**src/scba_ram.sv**
```systemverilog
// scba_ram: generic single-port RAM, one write or read per cycle, registered read
// no dependencies

module scba_ram #(
  parameter int WIDTH = 8,
  parameter int DEPTH = 16
) (
  input  logic                     clk,
  input  logic                     we,
  input  logic                     re,
  input  logic [$clog2(DEPTH)-1:0] addr,
  input  logic [WIDTH-1:0]         wdata,
  output logic [WIDTH-1:0]         rdata
);

  logic [WIDTH-1:0] mem [DEPTH];
  logic [WIDTH-1:0] rdata_r;

  always_ff @(posedge clk) begin
    if (we) begin
      mem[addr] <= wdata;
    end
    if (re) begin
      rdata_r <= mem[addr];
    end
  end

  assign rdata = rdata_r;

endmodule

```
**config.mk**
```make
export PLATFORM = sky130hd
export DESIGN_NAME = scba_ram
export DESIGN_NICKNAME = d
export VERILOG_FILES = /design/src/scba_ram.sv
export SDC_FILE = /design/constraint.sdc
export NUM_CORES = 1
export LEC_CHECK = 0
export BUFFER_PORTS_ARGS = -buffer_cell sky130_fd_sc_hd__buf_2
export CAP_MARGIN = 15
export CELL_PAD_IN_SITES_DETAIL_PLACEMENT = 1
export CELL_PAD_IN_SITES_GLOBAL_PLACEMENT = 2
export CORE_MARGIN = 2
export CORE_UTILIZATION = 48
export CTS_CLUSTER_DIAMETER = 150
export DETAILED_ROUTE_END_ITERATION = 6
export PLACE_DENSITY_LB_ADDON = 0.1
export SLEW_MARGIN = 5
export SYNTH_ARGS = -nofsm -noshare
export SYNTH_HDL_FRONTEND = slang
export SYNTH_SLANG_ARGS = --single-unit
```
**constraint.sdc**
```tcl
create_clock -name clk -period 2.65 [get_ports clk]
set_clock_uncertainty 0.15 [all_clocks]
set_input_delay 0.3975 -clock clk [delete_from_list [all_inputs] [get_ports clk]]
set_output_delay 0.3975 -clock clk [all_outputs]
set_load 0.02 [all_outputs]
```
==> impl_metrics.env <==
export IMPL_synthMuxAreaShare=0.140
export IMPL_power_frac_comb=0.055
export IMPL_swShare=0.202
export IMPL_crit_buf_inv=2
export IMPL_pwr_share_clk=0.424
export IMPL_powerDensity_nw_per_um2=770
export IMPL_final_cells=428
export IMPL_wire_per_inst_um=25.9
export IMPL_p_int_w=0.00373
export IMPL_pwr_share_seq=0.521
export IMPL_die_w_um=108
export IMPL_dpl_cell_count=401
export IMPL_dr_wl_met2_um=5380
export IMPL_cp_required_ns=2.75
export IMPL_synth_compound_area_share=0.0233
export IMPL_yosysWarnings=0
export IMPL_cpPeakStageDelay_ns=0.51
export IMPL_synth_top_cell_by_area="edfxtp_1"
export IMPL_start_util=0.496
export IMPL_antenna_left=0
export IMPL_cp_top_family="multiplexers"
export IMPL_drive_above_1_share=0.346
export IMPL_ys_types=17
export IMPL_boundaryPins=23
export IMPL_rr_worst_depth=3
export IMPL_cts_tree="done"
export IMPL_syn_instance_count=230
export IMPL_finalCriticalPeriod_ns=1.73
export IMPL_io_buffers=22
export IMPL_setup_tns_ns=0
export IMPL_die_area_um2=11600
export IMPL_start_kind="primary input"
export IMPL_route_met3_wl_um=419
export IMPL_yosys_register_bits=136
export IMPL_drv_cap=0
export IMPL_max_freq_ghz=0.577
export IMPL_finalWorstSetupSlack_ns=0.918
export IMPL_cts_setup_buffers=0
export IMPL_cts_root_buf="clkbuf_8"
export IMPL_relSlewSlack=0.568
export IMPL_r2r_slack_ns=0.99
export IMPL_synth_xor_area_frac=0
export IMPL_drc=0
export IMPL_maxSlewViolCount=0
export IMPL_crit_arrival_ns=1.83
export IMPL_cts_buffer_depth=2
export IMPL_worst_setup_path_type="in2reg"
export IMPL_fin_nets=299
export IMPL_cp_cell_sequence="buf_2 > buf_12 > mux4_2 > a22oi_1 > nand2_1"
export IMPL_cts_resized=0
export IMPL_syn_num_nets=245
export IMPL_wl_um=11100
export IMPL_rows=37
export IMPL_hold_violations=0
export IMPL_grt_max_degree=18
export IMPL_synth_fa_ha_area_frac=0
export IMPL_cp_slowest_cell="mux4_2"
export IMPL_yosysSeqAreaShare=0.793
export IMPL_rsz0062_at_grt="no"
export IMPL_cp_depth=5
export IMPL_cp_end_kind="flop"
export IMPL_holdPathStages=1
export IMPL_cts_buffers=17
export IMPL_wl_met1_um=5160
export IMPL_status="completed"
export IMPL_fillers=902
export IMPL_dp_final_hpwl_um=7290
export IMPL_hold_class="in2reg"
export IMPL_p_leak_nw=2.01
export IMPL_drtIter0Drc=163
export IMPL_syn_area_um2=5150
export IMPL_clkLatencyLatePin_ns=0.51
export IMPL_cts_htree_levels=4
export IMPL_grt_pass1_wl_um=16600
export IMPL_path_clk_slew_ns=0.06
export IMPL_syn_mean_instance_area_um2=22.4
export IMPL_area_growth_pct=18.2
export IMPL_grt_pass1_vias=2697
export IMPL_vias=2489
export IMPL_grt_antenna_before_repair=0
export IMPL_place_congestion=0.740
export IMPL_core_area_um2=10400
export IMPL_crit_fanout=10
export IMPL_tightest_slew_ns=0.646
export IMPL_antennaDiodeCount=0
export IMPL_top_layer="met4"
export IMPL_overflow=0
export IMPL_place_ws_ns=0.319
export IMPL_die_height_um=108
export IMPL_synth_top_family_by_area="multiplexers"
export IMPL_viasPerCell=5.82
export IMPL_cts_hold_fix_buffers=0
export IMPL_first_pass_iters=4
export IMPL_fin_crit_sh=0.654
export IMPL_cts_sinks=136
export IMPL_ys_top_cells_by_area="edfxtp_1 (79%), mux4_2 (14%), a22oi_1 (2.3%)"
export IMPL_synthSimpleGateAreaFrac=0.0316
export IMPL_synth_top_area_share=0.793
export IMPL_power_switching_w=0.000947
export IMPL_setup_viol=0
export IMPL_ir_drop_mv=0.447
export IMPL_grt_usage=0.212
## through the flow
stage                     area (um2)  utilization  power, W  hold slack [ns]
after global placement          5600        0.540   0.00274            0.601
after floorplan                 5150            -   0.00262            0.346
final                           6080        0.587   0.00468            0.105
after CTS                       6080        0.587   0.00472           0.0773
after detailed placement        5600        0.540   0.00274            0.608
after global routing            6080        0.587   0.00481           0.0761
## logic make-up (layout without fill, tap and decap cells)
logic type             after synthesis  in the layout
AOI/OAI and AO/OA                   16             16
buffers and inverters               11             73
DFF                                136            136
muxes                               32             32
and+or+nand+nor                     35             35
## power groups by stage
| stage | sequential (W) | clock, W | combinational (W) |
|---|---|---|---|
| floorplan | 0.00249 | 0 | 0.000124 |
| global placement | 0.00248 | 0 | 0.000256 |
| detailed placement | 0.00248 | 0 | 0.000262 |
| CTS | 0.00244 | 0.00202 | 0.000262 |
| global route | 0.00244 | 0.00209 | 0.000278 |
| finish | 0.00244 | 0.00198 | 0.000259 |
## synthesized netlist by cell type
master and n:
clkbuf_2 1, nand3b_1 2, nand3_1 1, clkbuf_1 2, nor2_1 13, edfxtp_1 136
a22oi_1 16, nand2_1 9, nor2b_1 2, nand2b_1 2, buf_6 2, and2_1 1
buf_2 2, or3b_2 1, mux4_2 32, nor3_1 4, buf_1 4
## routing by layer
metal	global-route usage	vias up
met2	0.316	68
met5	0	-
li1	-	1072
met1	0.311	1338
met4	0.0641	0
met3	0.0575	11
## final timing paths
path,endpoint,from
setup / recovery,rdata[0],addr[0]
hold / removal,rdata[5],re
setup reg to reg,rdata[0],mem[10][0]
hold reg to reg,rdata[1],mem[10][1]
## placed cells by master (no fill, tap or decap)
cell type	count
a22oi_1	16
and2_1	1
buf_12	4
buf_2	22
buf_4	20
bufinv_16	1
clkbuf_1	4
clkbuf_16	16
clkbuf_8	1
clkinv_1	1
clkinv_2	3
clkinvlp_4	1
edfxtp_1	136
mux4_2	32
nand2_1	9
nand2b_1	2
nand3_1	1
nand3b_1	2
nor2_1	13
nor2b_1	2
nor3_1	4
or3b_2	1
## state kept, by name (all words and copies together), names as in the netlist
signal	flops
mem	128
rdata	8
## final cells by class
| type | count | area (um2) | share of cell area |
|---|---|---|---|
| Clock buffer | 21 | 429 | 0.0705 |
| Clock inverter | 6 | 56.3 | 0.00926 |
| Multi-Input combinational cell | 83 | 1000 | 0.165 |
| Sequential cell | 136 | 4080 | 0.671 |
| Tap cell | 136 | 170 | 0.0280 |
| Timing Repair Buffer | 46 | 340 | 0.0559 |
No activity file was read; power rests on OpenSTA's default activity.
